--- config.mk ---
export PLATFORM = sky130hd
export DESIGN_NAME = path_motion_time_estimator_core_flat
export DESIGN_NICKNAME = d
export VERILOG_FILES = /design/src/pmte_pkg.sv /design/src/pmte_ifs.sv /design/src/path_motion_time_estimator_core.sv /design/src/pmte_mul.sv /design/src/pmte_iter.sv /design/src/flat_wrapper.sv
export SDC_FILE = /design/constraint.sdc
export NUM_CORES = 2
export LEC_CHECK = 0
export BUFFER_PORTS_ARGS = -buffer_cell sky130_fd_sc_hd__buf_2
export CAP_MARGIN = 20
export CORE_ASPECT_RATIO = 1.4
export CORE_MARGIN = 5
export CORE_UTILIZATION = 65
export CTS_CLUSTER_DIAMETER = 150
export DETAILED_ROUTE_END_ITERATION = 10
export PLACE_DENSITY = 0.87
export RECOVER_POWER = 50
export SETUP_SLACK_MARGIN = 0.05
export SKIP_LAST_GASP = 1
export SYNTH_ARGS = -nofsm -noshare
export SYNTH_HDL_FRONTEND = slang
export SYNTH_SLANG_ARGS = --single-unit
--- constraint.sdc ---
create_clock -name clock -period 12 [get_ports clock]
set_clock_uncertainty 0.1 [all_clocks]
set_input_delay 1.2 -clock clock [delete_from_list [all_inputs] [get_ports clock]]
set_output_delay 1.2 -clock clock [all_outputs]
set_load 0.02 [all_outputs]
--- src/pmte_pkg.sv ---
package pmte_pkg;

   // field widths
   localparam int CoordWidth    = 28;
   localparam int SpeedWidth    = 24;
   localparam int DelayWidth    = 22;
   localparam int DlyWidth      = DelayWidth + 1;
   localparam int LenWidth      = 48;
   localparam int TotalWidth    = 63;
   localparam int CsrIndexWidth = 2;
   localparam int CsrDataWidth  = 24;

   // arithmetic datapath widths
   localparam int MulWidth  = 28;
   localparam int ProdWidth = 2 * MulWidth;
   localparam int SumWidth  = 58;
   localparam int RootWidth = 29;
   localparam int IterWidth = 76;
   localparam int RemWidth  = 30;
   localparam int StepWidth = 7;

   localparam logic [StepWidth-1:0]  SqrtSteps     = 7'd29;
   localparam logic [StepWidth-1:0]  DivSteps      = 7'd76;
   localparam logic [SpeedWidth-1:0] SpeedFallback = 24'd76800;
   localparam logic [MulWidth-1:0]   NsNum         = 28'd250000000;
   localparam logic [MulWidth-1:0]   DelayNs       = 28'd1000;
   localparam logic [TotalWidth-1:0] TotalMax      = '1;
   localparam logic [LenWidth-1:0]   LenMax        = '1;
   // smallest quotient whose whole-second part overflows the total
   localparam logic [IterWidth-1:0]  QuotSat       = 76'd9223372037000000000;

   typedef enum logic [CsrIndexWidth-1:0] {
      CSR_SPEED     = 2'd0,
      CSR_ON_DELAY  = 2'd1,
      CSR_OFF_DELAY = 2'd2
   } csr_index_type;

   typedef enum logic {
      ITER_SQRT = 1'b0,
      ITER_DIV  = 1'b1
   } iter_mode_type;

   typedef struct packed {
      logic          start;
      iter_mode_type mode;
   } iter_ctl_type;

endpackage

--- src/pmte_ifs.sv ---
interface pmte_req_if import pmte_pkg::*; ();
   logic                         valid;
   logic                         ready;
   logic signed [CoordWidth-1:0] pos_x;
   logic signed [CoordWidth-1:0] pos_y;
   logic signed [CoordWidth-1:0] pos_z;
   logic                         seg_first;
   logic                         seg_last;
   logic                         is_mark;
   logic                         use_override;
   logic [SpeedWidth-1:0]        over_speed;
   logic [DelayWidth-1:0]        over_on_delay;
   logic [DelayWidth-1:0]        over_off_delay;
   logic                         restart;

   modport source (
      output valid, pos_x, pos_y, pos_z, seg_first, seg_last, is_mark, use_override,
             over_speed, over_on_delay, over_off_delay, restart,
      input  ready
   );
   modport sink (
      input  valid, pos_x, pos_y, pos_z, seg_first, seg_last, is_mark, use_override,
             over_speed, over_on_delay, over_off_delay, restart,
      output ready
   );
endinterface

interface pmte_rsp_if import pmte_pkg::*; ();
   logic                  valid;
   logic                  ready;
   logic [TotalWidth-1:0] total_ns;
   logic                  saturated;

   modport source (output valid, total_ns, saturated, input ready);
   modport sink (input valid, total_ns, saturated, output ready);
endinterface

interface pmte_csr_if import pmte_pkg::*; ();
   logic                     valid;
   logic                     ready;
   logic [CsrIndexWidth-1:0] index;
   logic [CsrDataWidth-1:0]  data;

   modport source (output valid, index, data, input ready);
   modport sink (input valid, index, data, output ready);
endinterface

--- src/path_motion_time_estimator_core.sv ---
// path motion time estimator
// req_ch carries one path point per beat with its segment marks, per-segment overrides
// and a restart flag; rsp_ch returns one beat per point: the running job time in ns
// and a sticky saturation flag. csr_ch writes the default speed and laser delays; it
// is always ready and should only be used while the block is idle
// one point at a time: req_ch.ready is high only while the sequencer is idle
// a point that opens a segment goes from idle straight to the output state
// any other point waits on the shared root unit (29 steps of two radicand bits) after
// three squares through the shared multiplier
// a segment's last point then makes two partial products of length times 250e6 and
// runs a 76-step division by the speed in the same unit; a mark segment then adds
// the delays through the multiplier
// the result sits in an output register, so a stalled receiver only holds the block
// once the next result is finished and the register is still full
// reset clears the job total, the open segment, the defaults and the output beat

module path_motion_time_estimator_core import pmte_pkg::*; (
   input  logic      clock,
   input  logic      reset,
   pmte_req_if.sink  req_ch,
   pmte_rsp_if.source rsp_ch,
   pmte_csr_if.sink  csr_ch
);

   typedef enum logic [7:0] {
      ST_IDLE   = 8'b0000_0001,
      ST_DIST   = 8'b0000_0010,
      ST_SQRT   = 8'b0000_0100,
      ST_SEGMUL = 8'b0000_1000,
      ST_DIV    = 8'b0001_0000,
      ST_DLYMUL = 8'b0010_0000,
      ST_DLYADD = 8'b0100_0000,
      ST_OUT    = 8'b1000_0000
   } state_type;

   // saturating add into the job total, returns {overflow, total}
   function automatic logic [TotalWidth:0] sat_add(input logic [TotalWidth-1:0] acc,
                                                    input logic [TotalWidth:0]   inc);
      logic [TotalWidth+1:0] sum;
      sum = {2'b0, acc} + {1'b0, inc};
      if (sum > {2'b0, TotalMax}) begin
         sat_add = {1'b1, TotalMax};
      end else begin
         sat_add = {1'b0, sum[TotalWidth-1:0]};
      end
   endfunction

   state_type state_ff, state_in;
   logic [1:0] cnt_ff, cnt_in;

   // defaults
   logic [SpeedWidth-1:0] cfg_speed_ff, cfg_speed_in;
   logic [DelayWidth-1:0] cfg_on_ff, cfg_on_in;
   logic [DelayWidth-1:0] cfg_off_ff, cfg_off_in;

   // point being worked on
   logic [CoordWidth-1:0] cur_x_ff, cur_x_in;
   logic [CoordWidth-1:0] cur_y_ff, cur_y_in;
   logic [CoordWidth-1:0] cur_z_ff, cur_z_in;
   logic                  last_ff, last_in;
   logic                  mark_ff, mark_in;
   logic [SpeedWidth-1:0] spd_ff, spd_in;
   logic [DlyWidth-1:0]   dly_ff, dly_in;

   // estimator state
   logic [CoordWidth-1:0] prev_x_ff, prev_x_in;
   logic [CoordWidth-1:0] prev_y_ff, prev_y_in;
   logic [CoordWidth-1:0] prev_z_ff, prev_z_in;
   logic [LenWidth-1:0]   seg_len_ff, seg_len_in;
   logic                  open_ff, open_in;
   logic                  multi_ff, multi_in;
   logic [TotalWidth-1:0] total_ff, total_in;
   logic                  sat_ff, sat_in;

   // datapath scratch
   logic [SumWidth-1:0]        sum_ff, sum_in;
   logic [ProdWidth-5:0]       hi_ff, hi_in;

   // output beat
   logic                  rsp_valid_ff, rsp_valid_in;
   logic [TotalWidth-1:0] rsp_total_ff, rsp_total_in;
   logic                  rsp_sat_ff, rsp_sat_in;

   // shared units
   logic [MulWidth-1:0]   mul_a, mul_b;
   logic [ProdWidth-1:0]  mul_p;
   iter_ctl_type          iter_ctl;
   logic [IterWidth-1:0]  iter_opnd;
   logic                  iter_done;
   logic [IterWidth-1:0]  iter_res;

   // working values
   logic [CoordWidth-1:0] sel_cur, sel_prev;
   logic [CoordWidth:0]   diff, diff_mag;
   logic [SumWidth-1:0]   sum_next;
   logic [LenWidth:0]     len_sum;
   logic                  quot_sat;
   logic [TotalWidth:0]   seg_ns;
   logic [TotalWidth:0]   add_seg, add_dly;
   logic [SpeedWidth-1:0] spd_pick;
   logic                  accept;

   pmte_mul u_mul (
      .clock (clock),
      .mul_a (mul_a),
      .mul_b (mul_b),
      .mul_p (mul_p)
   );

   pmte_iter u_iter (
      .clock   (clock),
      .reset   (reset),
      .ctl     (iter_ctl),
      .opnd    (iter_opnd),
      .divisor (spd_ff),
      .done    (iter_done),
      .result  (iter_res)
   );

   assign req_ch.ready     = (state_ff == ST_IDLE);
   assign accept           = req_ch.valid && req_ch.ready;
   assign csr_ch.ready     = 1'b1;
   assign rsp_ch.valid     = rsp_valid_ff;
   assign rsp_ch.total_ns  = rsp_total_ff;
   assign rsp_ch.saturated = rsp_sat_ff;

   // coordinate pair for the square being issued
   always_comb begin
      unique case (cnt_ff)
         2'd0: begin
            sel_cur  = cur_x_ff;
            sel_prev = prev_x_ff;
         end
         2'd1: begin
            sel_cur  = cur_y_ff;
            sel_prev = prev_y_ff;
         end
         default: begin
            sel_cur  = cur_z_ff;
            sel_prev = prev_z_ff;
         end
      endcase
      diff     = {sel_cur[CoordWidth-1], sel_cur} - {sel_prev[CoordWidth-1], sel_prev};
      diff_mag = diff[CoordWidth] ? (~diff + 1'b1) : diff;
   end

   assign sum_next = sum_ff + {2'b0, mul_p};
   assign len_sum  = {1'b0, seg_len_ff} + {{(LenWidth+1-RootWidth){1'b0}},
                                             iter_res[RootWidth-1:0]};
   // whole seconds beyond the total force it to saturate
   assign quot_sat = (iter_res >= QuotSat);
   assign seg_ns   = quot_sat ? {1'b0, TotalMax} : iter_res[TotalWidth:0];
   assign add_seg  = sat_add(total_ff, seg_ns);
   assign add_dly  = sat_add(total_ff, {8'b0, mul_p});

   // speed of 0 falls back to 300 mm/s
   always_comb begin
      spd_pick = req_ch.use_override ? req_ch.over_speed : cfg_speed_ff;
      if (spd_pick == '0) begin
         spd_pick = SpeedFallback;
      end
   end

   // configuration writes
   always_comb begin
      cfg_speed_in = cfg_speed_ff;
      cfg_on_in    = cfg_on_ff;
      cfg_off_in   = cfg_off_ff;
      if (csr_ch.valid) begin
         unique case (csr_index_type'(csr_ch.index))
            CSR_SPEED:     cfg_speed_in = csr_ch.data;
            CSR_ON_DELAY:  cfg_on_in    = csr_ch.data[DelayWidth-1:0];
            CSR_OFF_DELAY: cfg_off_in   = csr_ch.data[DelayWidth-1:0];
            default:       cfg_speed_in = cfg_speed_ff;
         endcase
      end
   end

   // sequencer
   always_comb begin
      state_in     = state_ff;
      cnt_in       = cnt_ff;
      cur_x_in     = cur_x_ff;
      cur_y_in     = cur_y_ff;
      cur_z_in     = cur_z_ff;
      last_in      = last_ff;
      mark_in      = mark_ff;
      spd_in       = spd_ff;
      dly_in       = dly_ff;
      prev_x_in    = prev_x_ff;
      prev_y_in    = prev_y_ff;
      prev_z_in    = prev_z_ff;
      seg_len_in   = seg_len_ff;
      open_in      = open_ff;
      multi_in     = multi_ff;
      total_in     = total_ff;
      sat_in       = sat_ff;
      sum_in       = sum_ff;
      hi_in        = hi_ff;
      rsp_total_in = rsp_total_ff;
      rsp_sat_in   = rsp_sat_ff;
      rsp_valid_in = rsp_valid_ff && !rsp_ch.ready;
      mul_a        = '0;
      mul_b        = '0;
      iter_ctl     = '{start: 1'b0, mode: ITER_SQRT};
      iter_opnd    = '0;

      unique case (state_ff)
         ST_IDLE: begin
            if (accept) begin
               if (req_ch.restart) begin
                  total_in = '0;
                  sat_in   = 1'b0;
               end
               cur_x_in = req_ch.pos_x;
               cur_y_in = req_ch.pos_y;
               cur_z_in = req_ch.pos_z;
               last_in  = req_ch.seg_last;
               mark_in  = req_ch.is_mark;
               spd_in   = spd_pick;
               dly_in   = req_ch.use_override
                        ? {1'b0, req_ch.over_on_delay} + {1'b0, req_ch.over_off_delay}
                        : {1'b0, cfg_on_ff} + {1'b0, cfg_off_ff};
               if (req_ch.seg_first || !open_ff) begin
                  // new segment, nothing to measure yet
                  seg_len_in = '0;
                  open_in    = !req_ch.seg_last;
                  multi_in   = 1'b0;
                  prev_x_in  = req_ch.pos_x;
                  prev_y_in  = req_ch.pos_y;
                  prev_z_in  = req_ch.pos_z;
                  state_in   = ST_OUT;
               end else begin
                  sum_in   = '0;
                  cnt_in   = 2'd0;
                  state_in = ST_DIST;
               end
            end
         end
         ST_DIST: begin
            // squares issued on counts 0..2, each product is summed on the next count
            mul_a  = diff_mag[CoordWidth-1:0];
            mul_b  = diff_mag[CoordWidth-1:0];
            cnt_in = cnt_ff + 1'b1;
            if (cnt_ff != 2'd0) begin
               sum_in = sum_next;
            end
            if (cnt_ff == 2'd3) begin
               iter_ctl  = '{start: 1'b1, mode: ITER_SQRT};
               iter_opnd = {sum_next, {(IterWidth-SumWidth){1'b0}}};
               state_in  = ST_SQRT;
            end
         end
         ST_SQRT: begin
            if (iter_done) begin
               if (len_sum[LenWidth]) begin
                  seg_len_in = LenMax;
                  sat_in     = 1'b1;
               end else begin
                  seg_len_in = len_sum[LenWidth-1:0];
               end
               multi_in  = 1'b1;
               prev_x_in = cur_x_ff;
               prev_y_in = cur_y_ff;
               prev_z_in = cur_z_ff;
               cnt_in    = 2'd0;
               state_in  = last_ff ? ST_SEGMUL : ST_OUT;
            end
         end
         ST_SEGMUL: begin
            // length times 250e6 as two 24-bit halves
            mul_b  = NsNum;
            cnt_in = cnt_ff + 1'b1;
            unique case (cnt_ff)
               2'd0: mul_a = {4'b0, seg_len_ff[LenWidth-1 -: SpeedWidth]};
               2'd1: begin
                  mul_a = {4'b0, seg_len_ff[SpeedWidth-1:0]};
                  hi_in = mul_p[ProdWidth-5:0];
               end
               default: begin
                  iter_ctl  = '{start: 1'b1, mode: ITER_DIV};
                  iter_opnd = {hi_ff, {SpeedWidth{1'b0}}}
                            + {{(IterWidth-ProdWidth){1'b0}}, mul_p};
                  cnt_in    = 2'd0;
                  state_in  = ST_DIV;
               end
            endcase
         end
         ST_DIV: begin
            if (iter_done) begin
               total_in   = add_seg[TotalWidth-1:0];
               sat_in     = sat_ff || quot_sat || add_seg[TotalWidth];
               seg_len_in = '0;
               open_in    = 1'b0;
               multi_in   = 1'b0;
               state_in   = mark_ff ? ST_DLYMUL : ST_OUT;
            end
         end
         ST_DLYMUL: begin
            mul_a    = {{(MulWidth-DlyWidth){1'b0}}, dly_ff};
            mul_b    = DelayNs;
            state_in = ST_DLYADD;
         end
         ST_DLYADD: begin
            total_in = add_dly[TotalWidth-1:0];
            sat_in   = sat_ff || add_dly[TotalWidth];
            state_in = ST_OUT;
         end
         ST_OUT: begin
            // wait for the output register to free up
            if (!rsp_valid_ff || rsp_ch.ready) begin
               rsp_valid_in = 1'b1;
               rsp_total_in = total_ff;
               rsp_sat_in   = sat_ff;
               state_in     = ST_IDLE;
            end
         end
         default: begin
            state_in = ST_IDLE;
         end
      endcase
   end

   always_ff @(posedge clock) begin
      if (reset) begin
         state_ff     <= ST_IDLE;
         cnt_ff       <= '0;
         cfg_speed_ff <= '0;
         cfg_on_ff    <= '0;
         cfg_off_ff   <= '0;
         prev_x_ff    <= '0;
         prev_y_ff    <= '0;
         prev_z_ff    <= '0;
         seg_len_ff   <= '0;
         open_ff      <= 1'b0;
         multi_ff     <= 1'b0;
         total_ff     <= '0;
         sat_ff       <= 1'b0;
         rsp_valid_ff <= 1'b0;
      end else begin
         state_ff     <= state_in;
         cnt_ff       <= cnt_in;
         cfg_speed_ff <= cfg_speed_in;
         cfg_on_ff    <= cfg_on_in;
         cfg_off_ff   <= cfg_off_in;
         prev_x_ff    <= prev_x_in;
         prev_y_ff    <= prev_y_in;
         prev_z_ff    <= prev_z_in;
         seg_len_ff   <= seg_len_in;
         open_ff      <= open_in;
         multi_ff     <= multi_in;
         total_ff     <= total_in;
         sat_ff       <= sat_in;
         rsp_valid_ff <= rsp_valid_in;
      end
   end

   // payload, no reset needed
   always_ff @(posedge clock) begin
      cur_x_ff     <= cur_x_in;
      cur_y_ff     <= cur_y_in;
      cur_z_ff     <= cur_z_in;
      last_ff      <= last_in;
      mark_ff      <= mark_in;
      spd_ff       <= spd_in;
      dly_ff       <= dly_in;
      sum_ff       <= sum_in;
      hi_ff        <= hi_in;
      rsp_total_ff <= rsp_total_in;
      rsp_sat_ff   <= rsp_sat_in;
   end

endmodule

--- src/pmte_mul.sv ---
module pmte_mul import pmte_pkg::*; (
   input  logic                 clock,
   input  logic [MulWidth-1:0]  mul_a,
   input  logic [MulWidth-1:0]  mul_b,
   output logic [ProdWidth-1:0] mul_p
);

   logic [ProdWidth-1:0] prod_ff;
   logic [ProdWidth-1:0] prod_in;

   assign prod_in = mul_a * mul_b;

   always_ff @(posedge clock) begin
      prod_ff <= prod_in;
   end

   assign mul_p = prod_ff;

endmodule

--- src/pmte_iter.sv ---
module pmte_iter import pmte_pkg::*; (
   input  logic                  clock,
   input  logic                  reset,
   input  iter_ctl_type          ctl,
   input  logic [IterWidth-1:0]  opnd,
   input  logic [SpeedWidth-1:0] divisor,
   output logic                  done,
   output logic [IterWidth-1:0]  result
);

   // one restoring step per cycle: two radicand bits for the root, one dividend bit for
   // the quotient, both through the same compare and subtract

   logic                  busy_ff, busy_in;
   logic                  done_ff, done_in;
   logic [StepWidth-1:0]  cnt_ff, cnt_in;
   iter_mode_type         mode_ff, mode_in;
   logic [IterWidth-1:0]  op_ff, op_in;
   logic [IterWidth-1:0]  res_ff, res_in;
   logic [RemWidth-1:0]   rem_ff, rem_in;
   logic [SpeedWidth-1:0] div_ff, div_in;

   logic [31:0] cand;
   logic [31:0] trial;
   logic [32:0] diff;
   logic        ge;

   always_comb begin
      unique case (mode_ff)
         ITER_SQRT: begin
            cand  = {rem_ff, op_ff[IterWidth-1 -: 2]};
            trial = {1'b0, res_ff[RootWidth-1:0], 2'b01};
         end
         ITER_DIV: begin
            cand  = {7'b0, rem_ff[SpeedWidth-1:0], op_ff[IterWidth-1]};
            trial = {8'b0, div_ff};
         end
         default: begin
            cand  = '0;
            trial = '0;
         end
      endcase
      diff = {1'b0, cand} - {1'b0, trial};
      ge   = !diff[32];
   end

   always_comb begin
      busy_in = busy_ff;
      done_in = 1'b0;
      cnt_in  = cnt_ff;
      mode_in = mode_ff;
      op_in   = op_ff;
      res_in  = res_ff;
      rem_in  = rem_ff;
      div_in  = div_ff;
      if (ctl.start) begin
         busy_in = 1'b1;
         mode_in = ctl.mode;
         cnt_in  = (ctl.mode == ITER_SQRT) ? SqrtSteps : DivSteps;
         op_in   = opnd;
         res_in  = '0;
         rem_in  = '0;
         div_in  = divisor;
      end else if (busy_ff) begin
         rem_in = ge ? diff[RemWidth-1:0] : cand[RemWidth-1:0];
         res_in = {res_ff[IterWidth-2:0], ge};
         op_in  = (mode_ff == ITER_SQRT) ? {op_ff[IterWidth-3:0], 2'b00}
                                         : {op_ff[IterWidth-2:0], 1'b0};
         cnt_in = cnt_ff - 1'b1;
         if (cnt_ff == 7'd1) begin
            busy_in = 1'b0;
            done_in = 1'b1;
         end
      end
   end

   always_ff @(posedge clock) begin
      if (reset) begin
         busy_ff <= 1'b0;
         done_ff <= 1'b0;
         cnt_ff  <= '0;
         mode_ff <= ITER_SQRT;
      end else begin
         busy_ff <= busy_in;
         done_ff <= done_in;
         cnt_ff  <= cnt_in;
         mode_ff <= mode_in;
      end
   end

   always_ff @(posedge clock) begin
      op_ff  <= op_in;
      res_ff <= res_in;
      rem_ff <= rem_in;
      div_ff <= div_in;
   end

   assign done   = done_ff;
   assign result = res_ff;

endmodule

--- src/flat_wrapper.sv ---
// flat-port wrapper written by rule: the top's interface ports become plain ports
module path_motion_time_estimator_core_flat import pmte_pkg::*;
  (clock, reset, req_ch_valid, req_ch_pos_x, req_ch_pos_y, req_ch_pos_z, req_ch_seg_first, req_ch_seg_last, req_ch_is_mark, req_ch_use_override, req_ch_over_speed, req_ch_over_on_delay, req_ch_over_off_delay, req_ch_restart, req_ch_ready, rsp_ch_valid, rsp_ch_total_ns, rsp_ch_saturated, rsp_ch_ready, csr_ch_valid, csr_ch_index, csr_ch_data, csr_ch_ready);
  pmte_req_if req_ch_i ();
  pmte_rsp_if rsp_ch_i ();
  pmte_csr_if csr_ch_i ();
  input  logic clock;
  input  logic reset;
  input wire logic [$bits(req_ch_i.valid)-1:0] req_ch_valid;
  input wire logic [$bits(req_ch_i.pos_x)-1:0] req_ch_pos_x;
  input wire logic [$bits(req_ch_i.pos_y)-1:0] req_ch_pos_y;
  input wire logic [$bits(req_ch_i.pos_z)-1:0] req_ch_pos_z;
  input wire logic [$bits(req_ch_i.seg_first)-1:0] req_ch_seg_first;
  input wire logic [$bits(req_ch_i.seg_last)-1:0] req_ch_seg_last;
  input wire logic [$bits(req_ch_i.is_mark)-1:0] req_ch_is_mark;
  input wire logic [$bits(req_ch_i.use_override)-1:0] req_ch_use_override;
  input wire logic [$bits(req_ch_i.over_speed)-1:0] req_ch_over_speed;
  input wire logic [$bits(req_ch_i.over_on_delay)-1:0] req_ch_over_on_delay;
  input wire logic [$bits(req_ch_i.over_off_delay)-1:0] req_ch_over_off_delay;
  input wire logic [$bits(req_ch_i.restart)-1:0] req_ch_restart;
  output wire logic [$bits(req_ch_i.ready)-1:0] req_ch_ready;
  output wire logic [$bits(rsp_ch_i.valid)-1:0] rsp_ch_valid;
  output wire logic [$bits(rsp_ch_i.total_ns)-1:0] rsp_ch_total_ns;
  output wire logic [$bits(rsp_ch_i.saturated)-1:0] rsp_ch_saturated;
  input wire logic [$bits(rsp_ch_i.ready)-1:0] rsp_ch_ready;
  input wire logic [$bits(csr_ch_i.valid)-1:0] csr_ch_valid;
  input wire logic [$bits(csr_ch_i.index)-1:0] csr_ch_index;
  input wire logic [$bits(csr_ch_i.data)-1:0] csr_ch_data;
  output wire logic [$bits(csr_ch_i.ready)-1:0] csr_ch_ready;
  assign req_ch_i.valid = req_ch_valid;
  assign req_ch_i.pos_x = req_ch_pos_x;
  assign req_ch_i.pos_y = req_ch_pos_y;
  assign req_ch_i.pos_z = req_ch_pos_z;
  assign req_ch_i.seg_first = req_ch_seg_first;
  assign req_ch_i.seg_last = req_ch_seg_last;
  assign req_ch_i.is_mark = req_ch_is_mark;
  assign req_ch_i.use_override = req_ch_use_override;
  assign req_ch_i.over_speed = req_ch_over_speed;
  assign req_ch_i.over_on_delay = req_ch_over_on_delay;
  assign req_ch_i.over_off_delay = req_ch_over_off_delay;
  assign req_ch_i.restart = req_ch_restart;
  assign req_ch_ready = req_ch_i.ready;
  assign rsp_ch_valid = rsp_ch_i.valid;
  assign rsp_ch_total_ns = rsp_ch_i.total_ns;
  assign rsp_ch_saturated = rsp_ch_i.saturated;
  assign rsp_ch_i.ready = rsp_ch_ready;
  assign csr_ch_i.valid = csr_ch_valid;
  assign csr_ch_i.index = csr_ch_index;
  assign csr_ch_i.data = csr_ch_data;
  assign csr_ch_ready = csr_ch_i.ready;
  path_motion_time_estimator_core u_core (.clock(clock), .reset(reset), .req_ch(req_ch_i), .rsp_ch(rsp_ch_i), .csr_ch(csr_ch_i));
endmodule
==> run_results.csv <==
group,metric,value,unit
synth,netlist_area,78700,µm²
worst_setup_path,cp-endpoint,"u_core.u_mul.mul_p[51]$_DFF_P_",
drt,viasPerCell,6.50,
drt,wl,277,mm
worst_setup_path,path_depth,41,
drt,num_vias,70100,
clock_tree,cts_buffer_depth,3,
synth,yosysSeqAreaShare,26.9,%
clock_tree,cts_tree,"done",
clock_tree,root_buffer,"clkbuf_16",
worst_setup_path,rrSetupSlack,0.37,ns
place,dp.cells,10600,
synth,synth-warning-count,0,
floorplanning,dieArea,128000,µm²
floorplanning,core_region_area,121000,µm²
worst_setup_path,worst_setup_path_start_kind,"register",
place,hpwl,212,mm
worst_setup_path,crit_required,12.50,ns
worst_setup_path,reg2regPathDepth,41,
synth,synth_ff_type,"dfxtp_1",
floorplanning,fp.dieH,422,µm
power,power_density,111,nW/µm²
flow_run,max_cap_viol_count,11,
worst_setup_path,cp_slowest_cell,"fa_1",
worst_setup_path,critPathCaptureType,"register",
drt,first_pass_iters,6,
worst_hold_path,hold_class,"register to register",
power,p_leak,38.0,nW
global_route,grt_usage,41.7,%
sta,finalMaxSlewViolations,733,
floorplanning,die_w,304,µm
worst_setup_path,critPathBufInv,6,
clock_tree,clock-sinks,855,
synth,synth_cell_types,110,
synth,synth-edff-count,407,
place,dp_slack,-0.0109,ns
final_layout,area_delta_synth_final,8.23,%
clock_tree,cts.hold.buffers_added,0,
worst_setup_path,reg2reg_to,"u_core.u_mul.mul_p[51]$_DFF_P_",
final_layout,fillerInstances,9398,
worst_setup_path,slowest_delay,0.58,ns
global_route,overflow,0,
clock_tree,numCtsBuffers,85,
clock_tree,clock_latency,0.72,ns
global_route,grt_pass1_wl,414,mm
global_route,grt_max_degree,127,
status,status,"finished, violations left",
sta,finalHoldViolCount,0,
global_route,antenna_found_initial,17,
sta,worst_slew_pin_slew,4.49,ns
worst_setup_path,r2r_start,"u_core.cnt_ff[1]$_SDFFE_PP0P_",
worst_setup_path,path_class,"register to register",
place,gp_congestion,1.12,
synth,ys_seq_elements,855,
drt,drtIter0Drc,7652,
final_layout,drive_above_1_share,7.23,%
floorplanning,fp-row-count,151,
clock_tree,cts.clk_slew.worst_paths,0.06,ns
floorplanning,initial_core_util,65.2,%
worst_setup_path,worstPathMaxFanout,17,
status,violations,"max-capacitance violations, max-slew violations",
final_layout,fin_nets,10500,
sta,post-route-period-util,96.9,%
sta,setup_ws,0.374,ns
synth,syn_nets,10400,
synth,syn_avg_cell_area,8.74,µm²
synth,synthArstFlopShare,0,%
worst_setup_path,startpoint,"u_core.cnt_ff[1]$_SDFFE_PP0P_",
worst_setup_path,crit_arrival,12.13,ns
sta,final-setup-viol-count,0,
clock_tree,cts_htree_levels,3,
power,ir_drop,0.324,mV
sta,fmax,86.0,MHz
sta,relSlewSlack,-200,%
final_layout,fin_cells,10800,
place,portBuffers,253,
sta,rsz0062_at_grt,"no",
global_route,grt_pass1_vias,70700,
synth,syn_inst,9007,
drt,post-route-drc-count,0,
floorplanning,ioPinCount,255,
sta,period_needed,11.63,ns
drt,drt-wirelength-per-cell,25.7,µm
worst_setup_path,path_delay_family,"adder cells",
drt,ant_nets,0,
worst_setup_path,cpMostUsedCell,"fa_1",
==> per-stage QoR <==
stage / total power [W] / cell area (µm²) / utilization (%) / TNS (ns) / hold slack (ns)
after CTS: 0.00929 / 84900 / 70.3 / 0 / 0.320
after global routing: 0.00983 / 85200 / 70.6 / 0 / 0.331
after floorplan: 0.00554 / 78700 / - / 0 / 0.300
final: 0.00948 / 85200 / 70.6 / 0 / 0.317
after global placement: 0.00638 / 81900 / 67.8 / 0 / 0.301
after detailed placement: 0.00645 / 81900 / 67.8 / -0.0109 / 0.305
==> where the power goes <==
part | switching, W | internal (W)
Combinational | 0.00191 | 0.00105
Clock | 0.00127 | 0.00161
Sequential | 0.000234 | 0.00341
==> cell usage after synthesis, drive strengths merged, types with 25 or more instances <==
cell type | count | area (µm²)
nand2 | 1297 | 4870
inv | 944 | 3540
nor2 | 773 | 3010
fa | 683 | 13700
a21oi | 597 | 2990
ha | 555 | 6940
dfxtp | 448 | 8970
o21ai | 438 | 2200
edfxtp | 407 | 12200
clkbuf | 366 | 1370
xnor2 | 221 | 1940
a21o | 212 | 1590
mux2i | 193 | 1930
xor2 | 154 | 1350
nand2b | 136 | 851
nor3 | 133 | 681
nand3 | 127 | 636
a31oi | 113 | 707
buf | 107 | 561
a311oi | 93 | 815
and2 | 85 | 532
and3 | 67 | 424
nand4 | 63 | 394
a211oi | 55 | 440
mux2 | 53 | 597
nor2b | 52 | 325
o21bai | 51 | 383
a22oi | 50 | 375
o21a | 45 | 338
o221ai | 41 | 359
nor4 | 32 | 206
o211ai | 31 | 233
a22o | 29 | 254
o31ai | 28 | 229
or2 | 28 | 175
or3 | 25 | 161
==> worst register-to-register path, delay by kind of cell, from the launching register on <==
family / cells / cell delay [ns]
flops: 1 / 0.37
compound gates: 18 / 4.16
buf+inv: 6 / 0.80
fa+ha+maj: 10 / 4.73
simple gates: 5 / 0.86
xor+xnor: 2 / 0.54
==> metal layers <==
metal / wire [µm] / up-vias / track usage (%) / part of all wire (%)
li1: - / 30800 / - / -
met1: 93700 / 33800 / 47.2 / 34
met2: 129000 / 4077 / 69.4 / 47
met3: 25100 / 1324 / 7.70 / 9.1
met4: 29300 / 4 / 33.3 / 11
met5: 39 / - / 0 / 0.014
==> cells by family after synthesis <==
| group | count (synthesis) | synth area share, % |
|---|---|---|
| AND/OR/NAND/NOR | 2903 | 16.5 |
| AO/OA/AOI/OAI | 1970 | 16.0 |
| buffers and inverters | 1419 | 6.97 |
| adder cells (fa/ha/maj) | 1238 | 26.2 |
| flip-flops | 855 | 26.9 |
| XOR/XNOR | 375 | 4.18 |
| multiplexers | 246 | 3.21 |
| other | 1 | 0.00476 |
==> cells in the final DEF (no fill, tap or decap), types with 63 or more instances in the layout <==
| cell type | instances |
|---|---|
| nor3_1 | 128 |
| nand2b_1 | 136 |
| edfxtp_1 | 407 |
| a311oi_1 | 93 |
| clkbuf_1 | 164 |
| a31oi_1 | 113 |
| clkbuf_16 | 90 |
| fa_1 | 680 |
| a21o_1 | 212 |
| nand3_1 | 125 |
| inv_1 | 940 |
| and3_1 | 65 |
| nor2_1 | 732 |
| a21oi_1 | 588 |
| and2_1 | 79 |
| buf_4 | 174 |
| mux2i_1 | 191 |
| dfxtp_1 | 445 |
| nand4_1 | 63 |
| nand2_1 | 1291 |
| ha_1 | 548 |
| xor2_1 | 154 |
| o21ai_0 | 413 |
| buf_2 | 115 |
| xnor2_1 | 217 |
==> worst min-delay path by stage <==
stage | start | endpoint | slack [ns] | depth (start not counted)
after floorplan | u_core.spd_ff[0]$_SDFFCE_PN0P_ | u_core.u_iter.div_ff[0]$_DFFE_PP_ | 0.30 | 0
after global placement | u_core.spd_ff[4]$_SDFFCE_PN0P_ | u_core.u_iter.div_ff[4]$_DFFE_PP_ | 0.30 | 0
after detailed placement | u_core.spd_ff[22]$_SDFFCE_PN0P_ | u_core.u_iter.div_ff[22]$_DFFE_PP_ | 0.31 | 0
after CTS | u_core.spd_ff[8]$_SDFFCE_PN0P_ | u_core.u_iter.div_ff[8]$_DFFE_PP_ | 0.32 | 0
after global routing | u_core.spd_ff[13]$_SDFFCE_PN1P_ | u_core.u_iter.div_ff[13]$_DFFE_PP_ | 0.33 | 0
final | u_core.spd_ff[21]$_SDFFCE_PN0P_ | u_core.u_iter.div_ff[21]$_DFFE_PP_ | 0.32 | 0
==> flip-flops by register name (all words and copies together), names as in the netlist, 24 cells and up <==
register / flops
u_core.u_iter.rem_ff: 30
u_core.total_ff: 63
u_core.rsp_ch.total_ns: 63
u_core.u_iter.result: 76
u_core.cur_y_ff: 28
u_core.sum_ff: 58
u_core.seg_len_ff: 48
u_core.spd_ff: 24
u_core.u_iter.div_ff: 24
u_core.hi_ff: 52
u_core.prev_z_ff: 28
u_core.prev_x_ff: 28
u_core.cur_z_ff: 28
u_core.u_iter.op_ff: 76
u_core.prev_y_ff: 28
u_core.cfg_speed_ff: 24
u_core.u_mul.mul_p: 56
u_core.cur_x_ff: 28
==> what timing repair did <==
action	4_1_cts	5_1_grt
setup buffers	0	14
endpoints found under the setup margin	3	19
pin swaps	0	19
gates cloned	0	4
gates resized for setup	2	93
==> cell type report <==
cell class / count / area [µm²] / area share, %
Timing Repair Buffer: 466 / 2940 / 3.45
Tap cell: 1606 / 2010 / 2.36
Clock buffer: 107 / 2300 / 2.70
Antenna cell: 12 / 30.0 / 0.0352
Clock inverter: 52 / 674 / 0.791
Multi-Input combinational cell: 6734 / 52500 / 61.6
Inverter: 946 / 3560 / 4.18
Sequential cell: 855 / 21200 / 24.9
No activity file was read; power rests on OpenSTA's default activity.
